## src/rtl/qecc_pkg.sv

```systemverilog
// Shared types, constants, microprogram and fixed-point helpers for the
// quadric edge collapse cost block. Depends on nothing.
package qecc_pkg;

   localparam int FRAC_BITS  = 32;
   localparam int DW         = 64;
   localparam int HALF_W     = DW / 2;
   localparam int TAG_W      = 32;
   localparam int SLOT_W     = 4;
   localparam int EPS_W      = 32;
   localparam int PEN_W      = 41;
   localparam int COST_W     = 63;
   localparam int NUM_Q      = 10;
   localparam int NUM_SLOTS  = 13;
   localparam int NUM_AXES   = 3;
   localparam int QV_IW      = $clog2(NUM_Q);
   localparam int CSR_IDX_W  = 2;
   localparam int RF_DEPTH   = 32;
   localparam int RF_AW      = $clog2(RF_DEPTH);
   localparam int DIV_STEPS  = 2 * DW;
   localparam int DIV_CNT_W  = $clog2(DIV_STEPS);
   localparam int PROG_LEN   = 84;
   localparam int PC_W       = $clog2(PROG_LEN);

   typedef logic signed [DW-1:0] word_type;
   typedef logic [RF_AW-1:0]     raddr_type;

   localparam word_type WORD_MAX = {1'b0, {(DW-1){1'b1}}};
   localparam word_type WORD_MIN = {1'b1, {(DW-1){1'b0}}};

   localparam logic [CSR_IDX_W-1:0] CSR_DET_EPSILON      = 2'd0;
   localparam logic [CSR_IDX_W-1:0] CSR_BOUNDARY_PENALTY = 2'd1;
   localparam logic [CSR_IDX_W-1:0] CSR_LOCK_PENALTY     = 2'd2;

   localparam logic [EPS_W-1:0] EPS_RESET = EPS_W'(1);
   localparam logic [PEN_W-1:0] BND_PEN_RESET = PEN_W'(64'd100 << FRAC_BITS);
   localparam logic [PEN_W-1:0] LCK_PEN_RESET = PEN_W'(64'd50 << FRAC_BITS);

   // Register file map: summed quadric, endpoint positions, then scratch.
   localparam raddr_type RA_Q0 = 5'd0,  RA_Q1 = 5'd1,  RA_Q2 = 5'd2,  RA_Q3 = 5'd3;
   localparam raddr_type RA_Q4 = 5'd4,  RA_Q5 = 5'd5,  RA_Q6 = 5'd6,  RA_Q7 = 5'd7;
   localparam raddr_type RA_Q8 = 5'd8,  RA_Q9 = 5'd9;
   localparam raddr_type RA_P0 = 5'd10, RA_P1 = 5'd11, RA_P2 = 5'd12;
   localparam raddr_type RA_P3 = 5'd13, RA_P4 = 5'd14, RA_P5 = 5'd15;
   localparam raddr_type RA_C00 = 5'd16, RA_C01 = 5'd17, RA_C02 = 5'd18;
   localparam raddr_type RA_C11 = 5'd19, RA_C12 = 5'd20, RA_C22 = 5'd21;
   localparam raddr_type RA_DET = 5'd22, RA_R0 = 5'd23, RA_R1 = 5'd24, RA_R2 = 5'd25;
   localparam raddr_type RA_X = 5'd26, RA_Y = 5'd27, RA_Z = 5'd28;
   localparam raddr_type RA_T0 = 5'd29, RA_T1 = 5'd30, RA_S = 5'd31;

   typedef enum logic [2:0] {
      OP_MUL, OP_DIV, OP_ADD, OP_SUB, OP_NEG, OP_HALF, OP_MOV, OP_SING
   } opc_type;

   typedef enum logic [2:0] {
      CD_ALL, CD_SOLVE, CD_SING, CD_LOCK0, CD_LOCK1
   } cond_type;

   typedef struct packed {
      opc_type   opc;
      cond_type  cond;
      raddr_type dst;
      raddr_type src_a;
      raddr_type src_b;
   } op_type;

   typedef struct packed {
      logic     done;
      word_type value;
   } unit_rsp_type;

   typedef enum logic [2:0] {
      ST_LOAD, ST_ACC, ST_FETCH, ST_EXEC, ST_WAIT_MUL, ST_WAIT_DIV, ST_FINISH
   } state_type;

   localparam op_type PROG [PROG_LEN] = '{
      // cofactors
      '{OP_MUL, CD_ALL, RA_T0, RA_Q4, RA_Q7}, '{OP_MUL, CD_ALL, RA_T1, RA_Q5, RA_Q5},
      '{OP_SUB, CD_ALL, RA_C00, RA_T0, RA_T1},
      '{OP_MUL, CD_ALL, RA_T0, RA_Q2, RA_Q5}, '{OP_MUL, CD_ALL, RA_T1, RA_Q1, RA_Q7},
      '{OP_SUB, CD_ALL, RA_C01, RA_T0, RA_T1},
      '{OP_MUL, CD_ALL, RA_T0, RA_Q1, RA_Q5}, '{OP_MUL, CD_ALL, RA_T1, RA_Q2, RA_Q4},
      '{OP_SUB, CD_ALL, RA_C02, RA_T0, RA_T1},
      '{OP_MUL, CD_ALL, RA_T0, RA_Q0, RA_Q7}, '{OP_MUL, CD_ALL, RA_T1, RA_Q2, RA_Q2},
      '{OP_SUB, CD_ALL, RA_C11, RA_T0, RA_T1},
      '{OP_MUL, CD_ALL, RA_T0, RA_Q1, RA_Q2}, '{OP_MUL, CD_ALL, RA_T1, RA_Q0, RA_Q5},
      '{OP_SUB, CD_ALL, RA_C12, RA_T0, RA_T1},
      '{OP_MUL, CD_ALL, RA_T0, RA_Q0, RA_Q4}, '{OP_MUL, CD_ALL, RA_T1, RA_Q1, RA_Q1},
      '{OP_SUB, CD_ALL, RA_C22, RA_T0, RA_T1},
      // determinant
      '{OP_MUL, CD_ALL, RA_T0, RA_Q0, RA_C00}, '{OP_MUL, CD_ALL, RA_T1, RA_Q1, RA_C01},
      '{OP_ADD, CD_ALL, RA_S, RA_T0, RA_T1}, '{OP_MUL, CD_ALL, RA_T0, RA_Q2, RA_C02},
      '{OP_ADD, CD_ALL, RA_DET, RA_S, RA_T0},
      // right-hand side
      '{OP_NEG, CD_ALL, RA_R0, RA_Q0, RA_Q3}, '{OP_NEG, CD_ALL, RA_R1, RA_Q0, RA_Q6},
      '{OP_NEG, CD_ALL, RA_R2, RA_Q0, RA_Q8},
      '{OP_SING, CD_ALL, RA_Q0, RA_DET, RA_Q0},
      // Cramer solve
      '{OP_MUL, CD_SOLVE, RA_T0, RA_C00, RA_R0}, '{OP_MUL, CD_SOLVE, RA_T1, RA_C01, RA_R1},
      '{OP_ADD, CD_SOLVE, RA_S, RA_T0, RA_T1}, '{OP_MUL, CD_SOLVE, RA_T0, RA_C02, RA_R2},
      '{OP_ADD, CD_SOLVE, RA_S, RA_S, RA_T0}, '{OP_DIV, CD_SOLVE, RA_X, RA_S, RA_DET},
      '{OP_MUL, CD_SOLVE, RA_T0, RA_C01, RA_R0}, '{OP_MUL, CD_SOLVE, RA_T1, RA_C11, RA_R1},
      '{OP_ADD, CD_SOLVE, RA_S, RA_T0, RA_T1}, '{OP_MUL, CD_SOLVE, RA_T0, RA_C12, RA_R2},
      '{OP_ADD, CD_SOLVE, RA_S, RA_S, RA_T0}, '{OP_DIV, CD_SOLVE, RA_Y, RA_S, RA_DET},
      '{OP_MUL, CD_SOLVE, RA_T0, RA_C02, RA_R0}, '{OP_MUL, CD_SOLVE, RA_T1, RA_C12, RA_R1},
      '{OP_ADD, CD_SOLVE, RA_S, RA_T0, RA_T1}, '{OP_MUL, CD_SOLVE, RA_T0, RA_C22, RA_R2},
      '{OP_ADD, CD_SOLVE, RA_S, RA_S, RA_T0}, '{OP_DIV, CD_SOLVE, RA_Z, RA_S, RA_DET},
      // midpoint fallback
      '{OP_HALF, CD_SING, RA_X, RA_P0, RA_P3}, '{OP_HALF, CD_SING, RA_Y, RA_P1, RA_P4},
      '{OP_HALF, CD_SING, RA_Z, RA_P2, RA_P5},
      // lone locked endpoint
      '{OP_MOV, CD_LOCK0, RA_X, RA_P0, RA_Q0}, '{OP_MOV, CD_LOCK0, RA_Y, RA_P1, RA_Q0},
      '{OP_MOV, CD_LOCK0, RA_Z, RA_P2, RA_Q0},
      '{OP_MOV, CD_LOCK1, RA_X, RA_P3, RA_Q0}, '{OP_MOV, CD_LOCK1, RA_Y, RA_P4, RA_Q0},
      '{OP_MOV, CD_LOCK1, RA_Z, RA_P5, RA_Q0},
      // error v'Qv
      '{OP_MUL, CD_ALL, RA_T0, RA_Q0, RA_X}, '{OP_MUL, CD_ALL, RA_S, RA_T0, RA_X},
      '{OP_MUL, CD_ALL, RA_T0, RA_Q1, RA_X}, '{OP_MUL, CD_ALL, RA_T0, RA_T0, RA_Y},
      '{OP_ADD, CD_ALL, RA_T0, RA_T0, RA_T0}, '{OP_ADD, CD_ALL, RA_S, RA_S, RA_T0},
      '{OP_MUL, CD_ALL, RA_T0, RA_Q2, RA_X}, '{OP_MUL, CD_ALL, RA_T0, RA_T0, RA_Z},
      '{OP_ADD, CD_ALL, RA_T0, RA_T0, RA_T0}, '{OP_ADD, CD_ALL, RA_S, RA_S, RA_T0},
      '{OP_MUL, CD_ALL, RA_T0, RA_Q3, RA_X}, '{OP_ADD, CD_ALL, RA_T0, RA_T0, RA_T0},
      '{OP_ADD, CD_ALL, RA_S, RA_S, RA_T0},
      '{OP_MUL, CD_ALL, RA_T0, RA_Q4, RA_Y}, '{OP_MUL, CD_ALL, RA_T0, RA_T0, RA_Y},
      '{OP_ADD, CD_ALL, RA_S, RA_S, RA_T0},
      '{OP_MUL, CD_ALL, RA_T0, RA_Q5, RA_Y}, '{OP_MUL, CD_ALL, RA_T0, RA_T0, RA_Z},
      '{OP_ADD, CD_ALL, RA_T0, RA_T0, RA_T0}, '{OP_ADD, CD_ALL, RA_S, RA_S, RA_T0},
      '{OP_MUL, CD_ALL, RA_T0, RA_Q6, RA_Y}, '{OP_ADD, CD_ALL, RA_T0, RA_T0, RA_T0},
      '{OP_ADD, CD_ALL, RA_S, RA_S, RA_T0},
      '{OP_MUL, CD_ALL, RA_T0, RA_Q7, RA_Z}, '{OP_MUL, CD_ALL, RA_T0, RA_T0, RA_Z},
      '{OP_ADD, CD_ALL, RA_S, RA_S, RA_T0},
      '{OP_MUL, CD_ALL, RA_T0, RA_Q8, RA_Z}, '{OP_ADD, CD_ALL, RA_T0, RA_T0, RA_T0},
      '{OP_ADD, CD_ALL, RA_S, RA_S, RA_T0},
      '{OP_ADD, CD_ALL, RA_S, RA_S, RA_Q9}
   };

   function automatic logic [DW-1:0] mag_of(input word_type v);
      logic [DW-1:0] u;
      u = v;
      return v[DW-1] ? (~u + 1'b1) : u;
   endfunction

   function automatic word_type from_mag(input logic [DW-1:0] m, input logic neg);
      word_type r;
      if (neg) begin
         r = m[DW-1] ? WORD_MIN : word_type'(~m + 1'b1);
      end else begin
         r = m[DW-1] ? WORD_MAX : word_type'(m);
      end
      return r;
   endfunction

   function automatic word_type sat_add(input word_type a, input word_type b);
      logic [DW:0] s;
      s = {a[DW-1], a} + {b[DW-1], b};
      return (s[DW] != s[DW-1]) ? (s[DW] ? WORD_MIN : WORD_MAX) : word_type'(s[DW-1:0]);
   endfunction

   function automatic word_type sat_sub(input word_type a, input word_type b);
      logic [DW:0] s;
      s = {a[DW-1], a} - {b[DW-1], b};
      return (s[DW] != s[DW-1]) ? (s[DW] ? WORD_MIN : WORD_MAX) : word_type'(s[DW-1:0]);
   endfunction

   // Floor average without overflow.
   function automatic word_type half_sum(input word_type a, input word_type b);
      logic [DW:0] s;
      s = {a[DW-1], a} + {b[DW-1], b};
      return word_type'(s[DW:1]);
   endfunction

endpackage

```

## src/rtl/qecc_regfile.sv

```systemverilog
// Working store: one write port, two registered read ports.
// Depends on qecc_pkg.
module qecc_regfile (
   input  logic                 clock,
   input  logic                 we,
   input  qecc_pkg::raddr_type  waddr,
   input  qecc_pkg::word_type   wdata,
   input  qecc_pkg::raddr_type  raddr_a,
   input  qecc_pkg::raddr_type  raddr_b,
   output qecc_pkg::word_type   rdata_a,
   output qecc_pkg::word_type   rdata_b
);
   import qecc_pkg::*;

   word_type mem [RF_DEPTH];
   word_type rdata_a_ff, rdata_b_ff;

   always_ff @(posedge clock) begin
      if (we) begin
         mem[waddr] <= wdata;
      end
      rdata_a_ff <= mem[raddr_a];
      rdata_b_ff <= mem[raddr_b];
   end

   assign rdata_a = rdata_a_ff;
   assign rdata_b = rdata_b_ff;
endmodule

```

## config.mk

```make
export PLATFORM = sky130hd
export DESIGN_NAME = qecc_regfile
export DESIGN_NICKNAME = d
export VERILOG_FILES = /design/src/rtl/qecc_pkg.sv /design/src/rtl/qecc_regfile.sv
export SDC_FILE = /design/constraint.sdc
export NUM_CORES = 2
export LEC_CHECK = 0
export ABC_AREA = 1
export BUFFER_PORTS_ARGS = -buffer_cell sky130_fd_sc_hd__buf_4
export CAP_MARGIN = 30
export CORE_MARGIN = 5
export CORE_UTILIZATION = 45
export CTS_CLUSTER_DIAMETER = 30
export DETAILED_ROUTE_END_ITERATION = 7
export MAX_ROUTING_LAYER = met4
export PLACE_DENSITY = 0.6
export REMOVE_ABC_BUFFERS = 1
export SLEW_MARGIN = 5
export SYNTH_ARGS = -nofsm -noshare
export SYNTH_HDL_FRONTEND = slang
export SYNTH_SLANG_ARGS = --single-unit
export TNS_END_PERCENT = 20
```

## constraint.sdc

```tcl
create_clock -name clock -period 5.05 [get_ports clock]
set_input_delay 1.01 -clock clock [delete_from_list [all_inputs] [get_ports clock]]
set_output_delay 1.01 -clock clock [all_outputs]
set_load 0.01 [all_outputs]
```

# Yosys cells after proc, flatten, opt, wreduce, memory -nomap -nowiden
# Memory sizes are Yosys's and may differ from the RTL's. A register that Yosys moved wholly into a read port is not among the register bits.
# Cells that the tools add are included.
# op_classes
mux	2
# op_table
operator	count
two-way mux 1 bit	2
# totals
input_bits	81
ram_bits	2048
elab_cells	3
out_inout_bits	128
reg_bits	0
n_memories	1
# memory_table
name	depth	width	rd	rd_ports_with_merged_regs	write_ports	line_no	text
mem	32	64	2	2	1	qecc_regfile.sv:15	word_type mem [RF_DEPTH];

# Logic depth before layout (Yosys ltp)
# logic_depth
depth_word	2
depth_mapped	12
ltp_nobuf	9

# Worst setup path before layout
# No wires, ideal clock.
# synth_timing
path_kind	input -> register
startpoint	input waddr[0]
endpoint	memory mem[0][0] in the netlist's numbering (enable)
stages	3
t_arrival_ns	3.987
path_slack_ns	0.576
path_buffers	0
required_time_ns	4.564
setup_ns	0.486
path_cell_list	inv_1 -> nand3_1 -> nor2_1
# synth_lines
element	line_no	text
start: declaration	qecc_regfile.sv:6	input qecc_pkg::raddr_type waddr,
end: declaration	qecc_regfile.sv:15	
# Straight into the memory's write port.

# Worst setup path after layout
# layout_timing
startpoint	register rdata_b_ff[59] (netlist: rdata_b[59]), read port of mem
endpoint	output rdata_b[59]
# layout_lines
element	line_no	text
start: declaration	qecc_regfile.sv:16	word_type rdata_a_ff, rdata_b_ff;
end: declaration	qecc_regfile.sv:11	output qecc_pkg::word_type rdata_b
# No word-level cell between the ends.

==> impl_metrics.env <==
export IMPL_outcome="complete, no violations"
export IMPL_cp_top_family="flip-flops"
export IMPL_p_int_mw=43.7
export IMPL_r2r_slack_ns=3.68
export IMPL_holdBufCountCts=0
export IMPL_ys_ff_latch=2176
export IMPL_final_cell_mix="nand2_1 (4656), nand3_1 (3636), edfxtp_1 (2048)"
export IMPL_dr_total_vias=91400
export IMPL_numCtsBuffers=493
export IMPL_whs_ns=0.424
export IMPL_die_w_um=492
export IMPL_synthAdderAreaFrac_pct=0
export IMPL_pwr_density_cell_nw_per_um2=454
export IMPL_grt_max_degree=172
export IMPL_clock_power_share_pct=57.2
export IMPL_cts_setup_buffers=0
export IMPL_critPathArrivalTime_ns=1.74
export IMPL_max_freq_mhz=363
export IMPL_crit_buf_inv=1
export IMPL_p_switching_mw=13.5
export IMPL_gp_congestion=0.837
export IMPL_first_pass_iters=8
export IMPL_p_seq_share_pct=35.5
export IMPL_slew_viol_final=0
export IMPL_ir_drop_uv=369
export IMPL_slew_headroom_pct=26.9
export IMPL_drive_above_1_share_pct=10.7
export IMPL_worst_slew_pin_slew_ns=1.10
export IMPL_grt_total_usage_pct=31.8
export IMPL_synth_seq_area_share_pct=61.4
export IMPL_netlist_instances=11400
export IMPL_p_leak_nw=48.8
export IMPL_hold_class="input port to register"
export IMPL_swShare_pct=23.5
export IMPL_critPathMaxStageDelay_ns=0.55
export IMPL_combinationalPowerShare_pct=7.2
export IMPL_viasPerCell=6.14
export IMPL_cts_tree="built"
export IMPL_min_period_ns=2.75
export IMPL_antenna_found_initial=10
export IMPL_clock_skew_ns=0.0633
export IMPL_fin_crit_sh_pct=54.5
export IMPL_synth_top_family_by_area="simple AND/OR/NAND/NOR gates"
export IMPL_antenna_left=0
export IMPL_worstSkewPairLatency_ns=0.99
export IMPL_yosys_warnings=0
export IMPL_hpwl_mm=188
export IMPL_synth_cell_types=13
export IMPL_crit_chain="buf_4"
export IMPL_drc=0
export IMPL_end_kind="primary output"
export IMPL_drtIter0Drc=12100
export IMPL_synth_area_mux_share_pct=0
export IMPL_avgSynthCellArea_um2=9.17
export IMPL_yosys_area_share_simple_pct=34.3
export IMPL_cts_root_buf="clkbuf_16"
export IMPL_initial_utilization_pct=45.3
export IMPL_grt_pass1_vias=90200
export IMPL_startpoint_type="register"
export IMPL_cp_slowest_cell="dfxtp_1"
export IMPL_tns_ns=0
export IMPL_cts_path_max_buffers=4
export IMPL_rows=176
export IMPL_worstSetupPathType="register to primary output"
export IMPL_finalHoldViolCount=0
export IMPL_die_area_um2=242000
export IMPL_final_common_cell="nand2_1"
export IMPL_clk_pin_slew_ns=0.05
export IMPL_crit_required_ns=4.04
export IMPL_cp_max_fo=1
export IMPL_fill_cells=19600
export IMPL_setup_viol=0
export IMPL_grt_pass1_wl_mm=569
export IMPL_wl_per_cell_um=26.0
export IMPL_synthXorXnorAreaFrac_pct=0
export IMPL_rsz0062_at_grt="no"
export IMPL_fin_nets=11500
export IMPL_htreeDepth=5
export IMPL_place_inst=14000
export IMPL_fin_cells=14900
export IMPL_core_area_um2=231000
export IMPL_die_h_um=492
export IMPL_finalWirelength_mm=387
export IMPL_grt_ovfl_total=0
export IMPL_ioPinCount=209
export IMPL_cts_resized=0
export IMPL_clkSinkCount=2176
export IMPL_cap_violations=0
export IMPL_numPortBuffers=208
export IMPL_syn_to_final_growth_pct=20.5
export IMPL_synth_compound_area_share_pct=0
export IMPL_syn_area_um2=104000
## per-layer routing
layer,global-route usage [%],share of wire (%),vias up
met5,-,0,-
met4,17.8,5.7,0
met3,6.21,11,1463
met2,49.3,45,6475
met1,39.3,37,43700
li1,-,-,39700
## flip-flops by register name, summed over array words and instances (netlist names)
register and count:
mem 2048, rdata_b 64, rdata_a 64
## kinds of logic after synthesis
group | count (synthesis)
flops | 2176
simple gates | 8324
buf+inv | 891
## stage by stage
step | utilization, % | area, um2 | setup WS, ns | power, mW
after floorplan | - | 99900 | -1.44 | 22.7
after CTS | 54.6 | 126000 | 2.21 | 57.3
final | 54.6 | 126000 | 2.30 | 57.2
after detailed placement | 47.1 | 109000 | 1.49 | 24.7
after global routing | 54.6 | 126000 | 2.27 | 58.7
after global placement | 47.1 | 109000 | 1.49 | 24.6
## power by group through the flow
stage | clock (mW) | combinational (mW) | sequential (mW)
after floorplan | 0 | 2.04 | 20.6
after global placement | 0 | 4.00 | 20.6
after detailed placement | 0 | 4.03 | 20.6
after CTS | 32.9 | 4.05 | 20.3
after global routing | 33.9 | 4.42 | 20.3
final | 32.7 | 4.14 | 20.3
## final cells by class
cell class              instances  area [um2]  share of cell area [%]
diodes                         12        30.0                  0.0239
flip-flops and latches       2176       64100                    50.9
well taps                    3026        3790                    3.01
inverters                      15         144                   0.114
clock buffers                 565       12900                    10.2
repair buffers                424        4660                    3.70
multi-input cells            8324       36000                    28.6
clock inverters               342        4220                    3.35
## final timing paths
path                                  start     endpoint  cells past startpoint
worst min register to register  mem[18][26]  rdata_a[26]                      6
worst max register to register  mem[27][20]  rdata_b[20]                      6
worst min-delay path               wdata[2]   mem[31][2]                      1
worst max-delay path            rdata_b[59]  rdata_b[59]                      1
## Yosys cell counts
master    number  area share [%]
inv_2          4           0.014
buf_4        138            0.99
nor2_1        32            0.12
inv_1          9           0.032
inv_4          2           0.012
buf_2        475             2.3
nand2_1     4656              17
buf_6         13            0.14
edfxtp_1    2048              59
clkbuf_1     170            0.61
dfxtp_1      128             2.5
buf_1         80            0.29
nand3_1     3636              17
Note: power is estimated with default switching activity, not from simulation.
