===== src/rtl/qecc_pkg.sv =====
// Shared types, constants, microprogram and fixed-point helpers for the
// quadric edge collapse cost block. Depends on nothing.
package qecc_pkg;

   localparam int FRAC_BITS  = 32;
   localparam int DW         = 64;
   localparam int HALF_W     = DW / 2;
   localparam int TAG_W      = 32;
   localparam int SLOT_W     = 4;
   localparam int EPS_W      = 32;
   localparam int PEN_W      = 41;
   localparam int COST_W     = 63;
   localparam int NUM_Q      = 10;
   localparam int NUM_SLOTS  = 13;
   localparam int NUM_AXES   = 3;
   localparam int QV_IW      = $clog2(NUM_Q);
   localparam int CSR_IDX_W  = 2;
   localparam int RF_DEPTH   = 32;
   localparam int RF_AW      = $clog2(RF_DEPTH);
   localparam int DIV_STEPS  = 2 * DW;
   localparam int DIV_CNT_W  = $clog2(DIV_STEPS);
   localparam int PROG_LEN   = 84;
   localparam int PC_W       = $clog2(PROG_LEN);

   typedef logic signed [DW-1:0] word_type;
   typedef logic [RF_AW-1:0]     raddr_type;

   localparam word_type WORD_MAX = {1'b0, {(DW-1){1'b1}}};
   localparam word_type WORD_MIN = {1'b1, {(DW-1){1'b0}}};

   localparam logic [CSR_IDX_W-1:0] CSR_DET_EPSILON      = 2'd0;
   localparam logic [CSR_IDX_W-1:0] CSR_BOUNDARY_PENALTY = 2'd1;
   localparam logic [CSR_IDX_W-1:0] CSR_LOCK_PENALTY     = 2'd2;

   localparam logic [EPS_W-1:0] EPS_RESET = EPS_W'(1);
   localparam logic [PEN_W-1:0] BND_PEN_RESET = PEN_W'(64'd100 << FRAC_BITS);
   localparam logic [PEN_W-1:0] LCK_PEN_RESET = PEN_W'(64'd50 << FRAC_BITS);

   // Register file map: summed quadric, endpoint positions, then scratch.
   localparam raddr_type RA_Q0 = 5'd0,  RA_Q1 = 5'd1,  RA_Q2 = 5'd2,  RA_Q3 = 5'd3;
   localparam raddr_type RA_Q4 = 5'd4,  RA_Q5 = 5'd5,  RA_Q6 = 5'd6,  RA_Q7 = 5'd7;
   localparam raddr_type RA_Q8 = 5'd8,  RA_Q9 = 5'd9;
   localparam raddr_type RA_P0 = 5'd10, RA_P1 = 5'd11, RA_P2 = 5'd12;
   localparam raddr_type RA_P3 = 5'd13, RA_P4 = 5'd14, RA_P5 = 5'd15;
   localparam raddr_type RA_C00 = 5'd16, RA_C01 = 5'd17, RA_C02 = 5'd18;
   localparam raddr_type RA_C11 = 5'd19, RA_C12 = 5'd20, RA_C22 = 5'd21;
   localparam raddr_type RA_DET = 5'd22, RA_R0 = 5'd23, RA_R1 = 5'd24, RA_R2 = 5'd25;
   localparam raddr_type RA_X = 5'd26, RA_Y = 5'd27, RA_Z = 5'd28;
   localparam raddr_type RA_T0 = 5'd29, RA_T1 = 5'd30, RA_S = 5'd31;

   typedef enum logic [2:0] {
      OP_MUL, OP_DIV, OP_ADD, OP_SUB, OP_NEG, OP_HALF, OP_MOV, OP_SING
   } opc_type;

   typedef enum logic [2:0] {
      CD_ALL, CD_SOLVE, CD_SING, CD_LOCK0, CD_LOCK1
   } cond_type;

   typedef struct packed {
      opc_type   opc;
      cond_type  cond;
      raddr_type dst;
      raddr_type src_a;
      raddr_type src_b;
   } op_type;

   typedef struct packed {
      logic     done;
      word_type value;
   } unit_rsp_type;

   typedef enum logic [2:0] {
      ST_LOAD, ST_ACC, ST_FETCH, ST_EXEC, ST_WAIT_MUL, ST_WAIT_DIV, ST_FINISH
   } state_type;

   localparam op_type PROG [PROG_LEN] = '{
      // cofactors
      '{OP_MUL, CD_ALL, RA_T0, RA_Q4, RA_Q7}, '{OP_MUL, CD_ALL, RA_T1, RA_Q5, RA_Q5},
      '{OP_SUB, CD_ALL, RA_C00, RA_T0, RA_T1},
      '{OP_MUL, CD_ALL, RA_T0, RA_Q2, RA_Q5}, '{OP_MUL, CD_ALL, RA_T1, RA_Q1, RA_Q7},
      '{OP_SUB, CD_ALL, RA_C01, RA_T0, RA_T1},
      '{OP_MUL, CD_ALL, RA_T0, RA_Q1, RA_Q5}, '{OP_MUL, CD_ALL, RA_T1, RA_Q2, RA_Q4},
      '{OP_SUB, CD_ALL, RA_C02, RA_T0, RA_T1},
      '{OP_MUL, CD_ALL, RA_T0, RA_Q0, RA_Q7}, '{OP_MUL, CD_ALL, RA_T1, RA_Q2, RA_Q2},
      '{OP_SUB, CD_ALL, RA_C11, RA_T0, RA_T1},
      '{OP_MUL, CD_ALL, RA_T0, RA_Q1, RA_Q2}, '{OP_MUL, CD_ALL, RA_T1, RA_Q0, RA_Q5},
      '{OP_SUB, CD_ALL, RA_C12, RA_T0, RA_T1},
      '{OP_MUL, CD_ALL, RA_T0, RA_Q0, RA_Q4}, '{OP_MUL, CD_ALL, RA_T1, RA_Q1, RA_Q1},
      '{OP_SUB, CD_ALL, RA_C22, RA_T0, RA_T1},
      // determinant
      '{OP_MUL, CD_ALL, RA_T0, RA_Q0, RA_C00}, '{OP_MUL, CD_ALL, RA_T1, RA_Q1, RA_C01},
      '{OP_ADD, CD_ALL, RA_S, RA_T0, RA_T1}, '{OP_MUL, CD_ALL, RA_T0, RA_Q2, RA_C02},
      '{OP_ADD, CD_ALL, RA_DET, RA_S, RA_T0},
      // right-hand side
      '{OP_NEG, CD_ALL, RA_R0, RA_Q0, RA_Q3}, '{OP_NEG, CD_ALL, RA_R1, RA_Q0, RA_Q6},
      '{OP_NEG, CD_ALL, RA_R2, RA_Q0, RA_Q8},
      '{OP_SING, CD_ALL, RA_Q0, RA_DET, RA_Q0},
      // Cramer solve
      '{OP_MUL, CD_SOLVE, RA_T0, RA_C00, RA_R0}, '{OP_MUL, CD_SOLVE, RA_T1, RA_C01, RA_R1},
      '{OP_ADD, CD_SOLVE, RA_S, RA_T0, RA_T1}, '{OP_MUL, CD_SOLVE, RA_T0, RA_C02, RA_R2},
      '{OP_ADD, CD_SOLVE, RA_S, RA_S, RA_T0}, '{OP_DIV, CD_SOLVE, RA_X, RA_S, RA_DET},
      '{OP_MUL, CD_SOLVE, RA_T0, RA_C01, RA_R0}, '{OP_MUL, CD_SOLVE, RA_T1, RA_C11, RA_R1},
      '{OP_ADD, CD_SOLVE, RA_S, RA_T0, RA_T1}, '{OP_MUL, CD_SOLVE, RA_T0, RA_C12, RA_R2},
      '{OP_ADD, CD_SOLVE, RA_S, RA_S, RA_T0}, '{OP_DIV, CD_SOLVE, RA_Y, RA_S, RA_DET},
      '{OP_MUL, CD_SOLVE, RA_T0, RA_C02, RA_R0}, '{OP_MUL, CD_SOLVE, RA_T1, RA_C12, RA_R1},
      '{OP_ADD, CD_SOLVE, RA_S, RA_T0, RA_T1}, '{OP_MUL, CD_SOLVE, RA_T0, RA_C22, RA_R2},
      '{OP_ADD, CD_SOLVE, RA_S, RA_S, RA_T0}, '{OP_DIV, CD_SOLVE, RA_Z, RA_S, RA_DET},
      // midpoint fallback
      '{OP_HALF, CD_SING, RA_X, RA_P0, RA_P3}, '{OP_HALF, CD_SING, RA_Y, RA_P1, RA_P4},
      '{OP_HALF, CD_SING, RA_Z, RA_P2, RA_P5},
      // lone locked endpoint
      '{OP_MOV, CD_LOCK0, RA_X, RA_P0, RA_Q0}, '{OP_MOV, CD_LOCK0, RA_Y, RA_P1, RA_Q0},
      '{OP_MOV, CD_LOCK0, RA_Z, RA_P2, RA_Q0},
      '{OP_MOV, CD_LOCK1, RA_X, RA_P3, RA_Q0}, '{OP_MOV, CD_LOCK1, RA_Y, RA_P4, RA_Q0},
      '{OP_MOV, CD_LOCK1, RA_Z, RA_P5, RA_Q0},
      // error v'Qv
      '{OP_MUL, CD_ALL, RA_T0, RA_Q0, RA_X}, '{OP_MUL, CD_ALL, RA_S, RA_T0, RA_X},
      '{OP_MUL, CD_ALL, RA_T0, RA_Q1, RA_X}, '{OP_MUL, CD_ALL, RA_T0, RA_T0, RA_Y},
      '{OP_ADD, CD_ALL, RA_T0, RA_T0, RA_T0}, '{OP_ADD, CD_ALL, RA_S, RA_S, RA_T0},
      '{OP_MUL, CD_ALL, RA_T0, RA_Q2, RA_X}, '{OP_MUL, CD_ALL, RA_T0, RA_T0, RA_Z},
      '{OP_ADD, CD_ALL, RA_T0, RA_T0, RA_T0}, '{OP_ADD, CD_ALL, RA_S, RA_S, RA_T0},
      '{OP_MUL, CD_ALL, RA_T0, RA_Q3, RA_X}, '{OP_ADD, CD_ALL, RA_T0, RA_T0, RA_T0},
      '{OP_ADD, CD_ALL, RA_S, RA_S, RA_T0},
      '{OP_MUL, CD_ALL, RA_T0, RA_Q4, RA_Y}, '{OP_MUL, CD_ALL, RA_T0, RA_T0, RA_Y},
      '{OP_ADD, CD_ALL, RA_S, RA_S, RA_T0},
      '{OP_MUL, CD_ALL, RA_T0, RA_Q5, RA_Y}, '{OP_MUL, CD_ALL, RA_T0, RA_T0, RA_Z},
      '{OP_ADD, CD_ALL, RA_T0, RA_T0, RA_T0}, '{OP_ADD, CD_ALL, RA_S, RA_S, RA_T0},
      '{OP_MUL, CD_ALL, RA_T0, RA_Q6, RA_Y}, '{OP_ADD, CD_ALL, RA_T0, RA_T0, RA_T0},
      '{OP_ADD, CD_ALL, RA_S, RA_S, RA_T0},
      '{OP_MUL, CD_ALL, RA_T0, RA_Q7, RA_Z}, '{OP_MUL, CD_ALL, RA_T0, RA_T0, RA_Z},
      '{OP_ADD, CD_ALL, RA_S, RA_S, RA_T0},
      '{OP_MUL, CD_ALL, RA_T0, RA_Q8, RA_Z}, '{OP_ADD, CD_ALL, RA_T0, RA_T0, RA_T0},
      '{OP_ADD, CD_ALL, RA_S, RA_S, RA_T0},
      '{OP_ADD, CD_ALL, RA_S, RA_S, RA_Q9}
   };

   function automatic logic [DW-1:0] mag_of(input word_type v);
      logic [DW-1:0] u;
      u = v;
      return v[DW-1] ? (~u + 1'b1) : u;
   endfunction

   function automatic word_type from_mag(input logic [DW-1:0] m, input logic neg);
      word_type r;
      if (neg) begin
         r = m[DW-1] ? WORD_MIN : word_type'(~m + 1'b1);
      end else begin
         r = m[DW-1] ? WORD_MAX : word_type'(m);
      end
      return r;
   endfunction

   function automatic word_type sat_add(input word_type a, input word_type b);
      logic [DW:0] s;
      s = {a[DW-1], a} + {b[DW-1], b};
      return (s[DW] != s[DW-1]) ? (s[DW] ? WORD_MIN : WORD_MAX) : word_type'(s[DW-1:0]);
   endfunction

   function automatic word_type sat_sub(input word_type a, input word_type b);
      logic [DW:0] s;
      s = {a[DW-1], a} - {b[DW-1], b};
      return (s[DW] != s[DW-1]) ? (s[DW] ? WORD_MIN : WORD_MAX) : word_type'(s[DW-1:0]);
   endfunction

   // Floor average without overflow.
   function automatic word_type half_sum(input word_type a, input word_type b);
      logic [DW:0] s;
      s = {a[DW-1], a} + {b[DW-1], b};
      return word_type'(s[DW:1]);
   endfunction

endpackage


===== src/rtl/qecc_div.sv =====
// Fixed-point divider: restoring, one quotient bit a cycle over the scaled
// 128-bit dividend, then saturate. Depends on qecc_pkg.
module qecc_div (
   input  logic                    clock,
   input  logic                    reset,
   input  logic                    start,
   input  qecc_pkg::word_type      num,
   input  qecc_pkg::word_type      den,
   output qecc_pkg::unit_rsp_type  rsp
);
   import qecc_pkg::*;

   logic [2*DW-1:0]      dvd_ff, dvd_in, quo_ff, quo_in;
   logic [DW-1:0]        rem_ff, rem_in, dm_ff, dm_in;
   logic [DIV_CNT_W-1:0] cnt_ff, cnt_in;
   logic                 neg_ff, neg_in, zero_ff, zero_in;
   logic                 run_ff, run_in, fin_ff, fin_in, done_ff, done_in;
   word_type             quot_ff, quot_in;
   logic [DW:0]          trial, diff;
   logic                 qbit;
   logic [DW-1:0]        m;

   always_comb begin
      trial = {rem_ff, dvd_ff[2*DW-1]};
      diff  = trial - {1'b0, dm_ff};
      qbit  = trial >= {1'b0, dm_ff};
      m     = (|quo_ff[2*DW-1:DW]) ? {DW{1'b1}} : quo_ff[DW-1:0];

      dvd_in  = dvd_ff;
      quo_in  = quo_ff;
      rem_in  = rem_ff;
      dm_in   = dm_ff;
      cnt_in  = cnt_ff;
      neg_in  = neg_ff;
      zero_in = zero_ff;
      run_in  = run_ff;
      fin_in  = 1'b0;
      done_in = 1'b0;
      quot_in = quot_ff;
      if (start) begin
         dvd_in  = (2*DW)'(mag_of(num)) << FRAC_BITS;
         dm_in   = mag_of(den);
         zero_in = (den == '0);
         neg_in  = num[DW-1] ^ den[DW-1];
         quo_in  = '0;
         rem_in  = '0;
         cnt_in  = '0;
         run_in  = 1'b1;
      end else if (run_ff) begin
         rem_in = qbit ? diff[DW-1:0] : trial[DW-1:0];
         quo_in = {quo_ff[2*DW-2:0], qbit};
         dvd_in = dvd_ff << 1;
         cnt_in = cnt_ff + 1'b1;
         if (cnt_ff == DIV_CNT_W'(DIV_STEPS - 1)) begin
            run_in = 1'b0;
            fin_in = 1'b1;
         end
      end
      if (fin_ff) begin
         quot_in = zero_ff ? '0 : from_mag(m, neg_ff);
         done_in = 1'b1;
      end
   end

   always_ff @(posedge clock) begin
      if (reset) begin
         run_ff  <= 1'b0;
         fin_ff  <= 1'b0;
         done_ff <= 1'b0;
         cnt_ff  <= '0;
      end else begin
         run_ff  <= run_in;
         fin_ff  <= fin_in;
         done_ff <= done_in;
         cnt_ff  <= cnt_in;
      end
      dvd_ff  <= dvd_in;
      quo_ff  <= quo_in;
      rem_ff  <= rem_in;
      dm_ff   <= dm_in;
      neg_ff  <= neg_in;
      zero_ff <= zero_in;
      quot_ff <= quot_in;
   end

   assign rsp.done  = done_ff;
   assign rsp.value = quot_ff;
endmodule


===== config.mk =====
export PLATFORM = sky130hd
export DESIGN_NAME = qecc_div
export DESIGN_NICKNAME = d
export VERILOG_FILES = /design/src/rtl/qecc_pkg.sv /design/src/rtl/qecc_div.sv
export SDC_FILE = /design/constraint.sdc
export NUM_CORES = 1
export LEC_CHECK = 0
export ABC_CLOCK_PERIOD_IN_PS = 3900
export BUFFER_PORTS_ARGS = -buffer_cell sky130_fd_sc_hd__buf_2
export CORE_ASPECT_RATIO = 1.75
export CORE_MARGIN = 5
export CORE_UTILIZATION = 35
export DETAILED_ROUTE_END_ITERATION = 10
export RECOVER_POWER = 25
export SLEW_MARGIN = 15
export SYNTH_ARGS = -nofsm -noshare
export SYNTH_HDL_FRONTEND = slang
export SYNTH_SLANG_ARGS = --single-unit

===== constraint.sdc =====
create_clock -name clock -period 3.9 [get_ports clock]
set_input_delay 0.78 -clock clock [delete_from_list [all_inputs] [get_ports clock]]
set_output_delay 0.78 -clock clock [all_outputs]
set_load 0.01 [all_outputs]

Word-level counts from Yosys, hierarchy flattened:

Cells that the tools add are included.

* bits in registers: 428
* input port bits: 131
* output and inout port bits: 65
* word-level logic and storage cells: 44

* add/sub/neg operators: 5
* magnitude comparators: 1
* equality and inequality tests: 1
* mux-type cells: 14
* bitwise gates (word level): 5
* reduce and logical (&&, ||, !) cells: 5

Operator list (count)
* 64-bit two-way mux: 5
* 64-bit by 1-bit adder with 64-bit output (second input constant): 3
* 96-bit two-way mux: 2
* 64-bit inverter: 3
* 63-bit two-way mux: 2
* 65-bit by 64-bit greater-or-equal comparator with 1-bit output: 1
* 64-bit logical NOT: 1
* 64-bit OR reduction: 1
* 64-bit subtractor: 1
* 7-bit by 1-bit adder with 7-bit output (second input constant): 1
* 7-bit equality test (second input constant): 1
* 1-bit two-way mux: 5
* 3-bit OR reduction: 1
* 2-bit nonzero test: 1
* 2-bit OR reduction: 1
* 1-bit inverter: 1
* 1-bit bitwise XOR: 1

Logic depth before layout (Yosys ltp):

* word-level depth: 6
* gate-level depth with buffers: 17
* mapped depth without buffers: 15

Worst setup path before layout:

Ideal clock, no wire load.

* path type: flip-flop to flip-flop
* start point: register quo_ff[126]
* end point: register quot_ff[56], data pin
* library setup time: 0.266 ns
* data arrival time: 3.880 ns
* required time: 3.634 ns
* slack: -0.246 ns
* cell stages (with the launch flop): 18
* buffers on the path: 2
* clock period less this slack: 4.146 ns
* path through: dfxtp_1 -> nor4_1 -> nand4_1 -> or4_1 -> buf_2 -> clkbuf_1 -> nor2_1 -> ha_1 -> nand2_1 -> or3_1 -> nor4_1 -> nand2_1 -> or4_1 -> nor3_2 -> nand2_1 -> o41ai_2 -> xnor2_1 -> nor2_1

* longest elaborated chain between the ends: 6
* elaborated cells on any way between the ends: 7
* classes of those cells: add/sub: 1; mux: 4; bitwise: 1; reduce/logical: 1

RTL lines
* from (decl): RTL line qecc_div.sv:13 `logic [2*DW-1:0] dvd_ff, dvd_in, quo_ff, quo_in;`
* from (signal assigned): RTL line qecc_div.sv:78 `quo_ff <= quo_in;`
* 64-bit OR reduction (*): RTL line qecc_div.sv:27 `m = (|quo_ff[2*DW-1:DW]) ? {DW{1'b1}} : quo_ff[DW-1:0];`
* 64-bit two-way mux (*): RTL line qecc_div.sv:27
* 64-bit inverter: RTL line qecc_pkg.sv:146 `r = m[DW-1] ? WORD_MIN : word_type'(~m + 1'b1);`
* 64-bit by 1-bit adder with 64-bit output: RTL line qecc_pkg.sv:146
* 64-bit two-way mux: RTL line qecc_pkg.sv:146
* 64-bit two-way mux (*): RTL line qecc_pkg.sv:145 `if (neg) begin`
* to (signal assigned): RTL line qecc_div.sv:83 `quot_ff <= quot_in;`
* to (decl): RTL line qecc_div.sv:18 `word_type quot_ff, quot_in;`

Mark *: on every way between the ends. The rest lies on a longest branch, timed or not.
A chain may end at the register's enable or synchronous reset.

Final worst setup path:

* start point: register quo_ff[115]
* end point: register quot_ff[16], data pin

The elaborated chain is that of the path after synthesis.

==> results.yml <==
run_status:
  status: "finished, violations left"
  violations: "max-capacitance violations, max-slew violations, negative setup slack"
final_layout:
  fin_nets: 3189
  final_common_cell: "nor2_1"
  fillers: 6870
  mostFrequentLayoutCells: "459 x nor2_1, 229 x dfxtp_1, 224 x nand2_1, 194 x edfxtp_1, 189 x buf_2"
  multi_input_area_sq_um: 12910
  layoutNonFillerInstCount: 3929
  area_delta_synth_final_pct: 19.87
  fin_area_sq_um: 28880
  drive_gt1_frac: 0.1775
  regArea_sq_um: 10520
synthesis:
  yosysSeqAreaShare: 0.4362
  synth_ff_type: "dfxtp_1"
  synth_edf_count: 194
  syn_inst: 2701
  syn_area_sq_um: 24090
  synth_cell_types: 67
  syn_avg_cell_area_sq_um: 8.921
  synth_seq_cells: 428
  yosysWarnings: 0
  synth_fp_nets: 2901
  async_flop_share: 0
routing:
  drt-initial-drc-count: 778
  ant_nets: 0
  dr.pass1.iters: 5
  via_per_inst: 5.180
  routed-via-count: 20350
  wl_met1_mm: 24.33
  drt-total-wl_mm: 64.98
  dr.max_layer_used: "met5"
  wl_per_cell_um: 16.54
  wl_met3_mm: 2.528
  met2_length_mm: 34.54
  route.detailed.drc: 0
power:
  p_seq_frac: 0.438
  p_switching_mw: 3.330
  sw_frac_of_total: 0.2896
  p_clk_frac: 0.360
  power.internal_mw: 8.170
  cellPowerDensity_nw_per_um2: 398.2
  peakVddDrop_mv: 0.3470
  p_leak_nw: 11.71
  comb_power_share: 0.201
critical_path:
  worstReg2RegStart: "quo_ff[115]"
  cp_max_fo: 6
  critical_path.startpoint: "quo_ff[115]"
  cp-end-kind: "flip-flop"
  critPathLaunchType: "flip-flop"
  worstSetupPathType: "reg2reg"
  crit_path_end: "quot_ff[16]"
  crit_required_ns: 4.22
  rrSetupSlack_ns: -0.07
  r2r_cells: 14
  worstPathArrival_ns: 4.29
  reg2reg_to: "quot_ff[16]"
place:
  place_area_sq_um: 27270
  dp_slack_ns: -0.2993
  place.gp.congestion: 0.8904
  placed_cells: 3844
  io_buffers: 195
  dpl.hpwl_mm: 48.79
sta:
  fin_crit_sh: 1.018
  rsz0062_at_grt: "true"
  maxSlewViolCount: 255
  hold_viol_final: 0
  fin_skew_ns: 0.03149
  period_minus_slack_ns: 3.970
  setup_viol: 3
  max_freq_mhz: 251.9
  final.setup.worst_slack_ns: -0.07010
  relSlewSlack: -0.5091
  worst_pin_slew_ns: 2.264
clock_tree:
  cts_buffers: 44
  cts_tree: "done"
  cts.path.max_buffers: 3
  postCtsHoldBufs: 0
  clockRootBuffer: "clkbuf_16"
  clk_latency_ns: 0.60
  cts_num_sinks: 428
  cts.clk_slew.worst_paths_ns: 0.06
  cts_htree_levels: 2
floorplan:
  die_area_sq_um: 74390
  fp.dieH_um: 357.1
  core_sq_um: 68490
  io_pins: 196
  start_util: 0.3518
  die_w_um: 208.3
  num_rows: 127
global_routing:
  grt_max_degree: 127
  track_usage: 0.1681
  overflow: 0
  grt_antenna_before_repair: 3
  grt_pass1_wl_mm: 103.8
  grt_pass1_vias: 20390
worst_hold_path:
  hp-class: "in2reg"
run:
  drv_cap: 5
critical path, stage by stage, from the launching register on:
cell and delay (ns):
dfxtp_1 0.31, nor4_1 0.32, nand4_1 0.19, or4_4 0.59, buf_6 0.15, buf_6 0.13, buf_4 0.15, or2_2 0.28
or3_4 0.43, or3_4 0.35, or3_4 0.42, nor3_4 0.12, o31ai_2 0.07, a21oi_1 0.14, nor2_1 0.05
through the flow:
stage | hold WS, ns | utilization | setup TNS, ns | total power [mW]
2_1_floorplan | 0.4556 | - | -0.08770 | 6.636
6_report | 0.4251 | 0.4217 | -0.1249 | 11.50
3_3_place_gp | 0.4693 | 0.3982 | -1.789 | 7.413
3_5_place_dp | 0.4730 | 0.3982 | -2.976 | 7.424
5_1_grt | 0.3940 | 0.4217 | -1.923 | 12.09
4_1_cts | 0.3647 | 0.4205 | -0.2384 | 11.66
cell families after synthesis:
| logic type | after synthesis | share of synthesized area |
|---|---|---|
| AOI/OAI and AO/OA | 578 | 0.1542 |
| xor gates and xnor gates | 213 | 0.07743 |
| adders and majority gates | 69 | 0.03614 |
| buffers and inverters | 250 | 0.03926 |
| DFF | 428 | 0.4362 |
| muxes | 173 | 0.07213 |
| and+or+nand+nor | 990 | 0.1846 |
worst min path at each step:
stage	slack [ns]	endpoint	start	depth (start not counted)
after floorplan	0.46	fin_ff	cnt_ff[6]	2
after global placement	0.47	cnt_ff[6]	cnt_ff[6]	2
after detailed placement	0.47	fin_ff	cnt_ff[6]	2
after CTS	0.36	dm_ff[0]	den[0]	1
after global routing	0.39	run_ff	reset	2
final	0.43	run_ff	reset	2
sequential cells by signal, indices dropped and copies added (netlist names), 7 cells and up:
name	count
cnt_ff	7
dm_ff	64
dvd_ff	96
quo_ff	128
quot_ff	64
rem_ff	64
Yosys cell counts (5+ instances only):
master	n	area (sq um)
nor2_1	465	1745
dfxtp_1	234	4684
nand2_1	230	863.3
edfxtp_1	194	5826
a21oi_1	175	875.8
mux2i_1	168	1682
xnor2_1	133	1165
o21ai_0	127	635.6
clkbuf_1	124	465.5
inv_1	99	371.6
xor2_1	80	700.7
ha_1	68	850.8
o31ai_1	63	473.0
a21o_1	44	330.3
nor3_1	43	215.2
nand3_1	40	200.2
nor4_1	38	237.7
or3_1	38	237.7
a311oi_1	35	306.5
nand4_1	31	193.9
or4_1	25	187.7
a211oi_1	24	180.2
buf_1	22	82.58
a31oi_1	18	112.6
or2_2	17	106.4
nand2b_1	15	93.84
o41ai_1	15	131.4
o21bai_1	14	105.1
a221oi_1	11	96.34
nor2b_1	10	62.56
o21a_1	10	75.07
and2_1	8	50.05
and3_1	7	43.79
nand4b_1	6	52.55
mux2_2	5	56.30
o31a_1	5	43.79
routing by layer:
| layer | vias up | global-route usage |
|---|---|---|
| met5 | - | 0 |
| met4 | 2 | 0.08873 |
| met3 | 168 | 0.02527 |
| met2 | 416 | 0.3250 |
| met1 | 9550 | 0.1729 |
| li1 | 10220 | - |
area by class of cell:
class	count	share of cell area
diodes	1	0.00008664
clock buffers	61	0.04354
well taps	903	0.03912
flip-flops and latches	428	0.3642
repair buffers	392	0.08725
clock inverters	21	0.005632
inverters	100	0.01300
multi-input cells	2023	0.4472
what timing repair did:
item / in CTS / in global routing
pin swaps: 12 / 18
setup buffers: 4 / 0
resized for setup: 21 / 41
setup endpoints to repair: 20 / 35
power by group through the flow:
stage | logic (mW) | registers (mW) | clock network (mW)
3_3_place_gp | 2.28 | 5.13 | 0
2_1_floorplan | 1.54 | 5.09 | 0
4_1_cts | 2.31 | 5.04 | 4.31
3_5_place_dp | 2.29 | 5.14 | 0
6_report | 2.31 | 5.04 | 4.14
5_1_grt | 2.55 | 5.06 | 4.47
(Power assumes the default switching activity.)
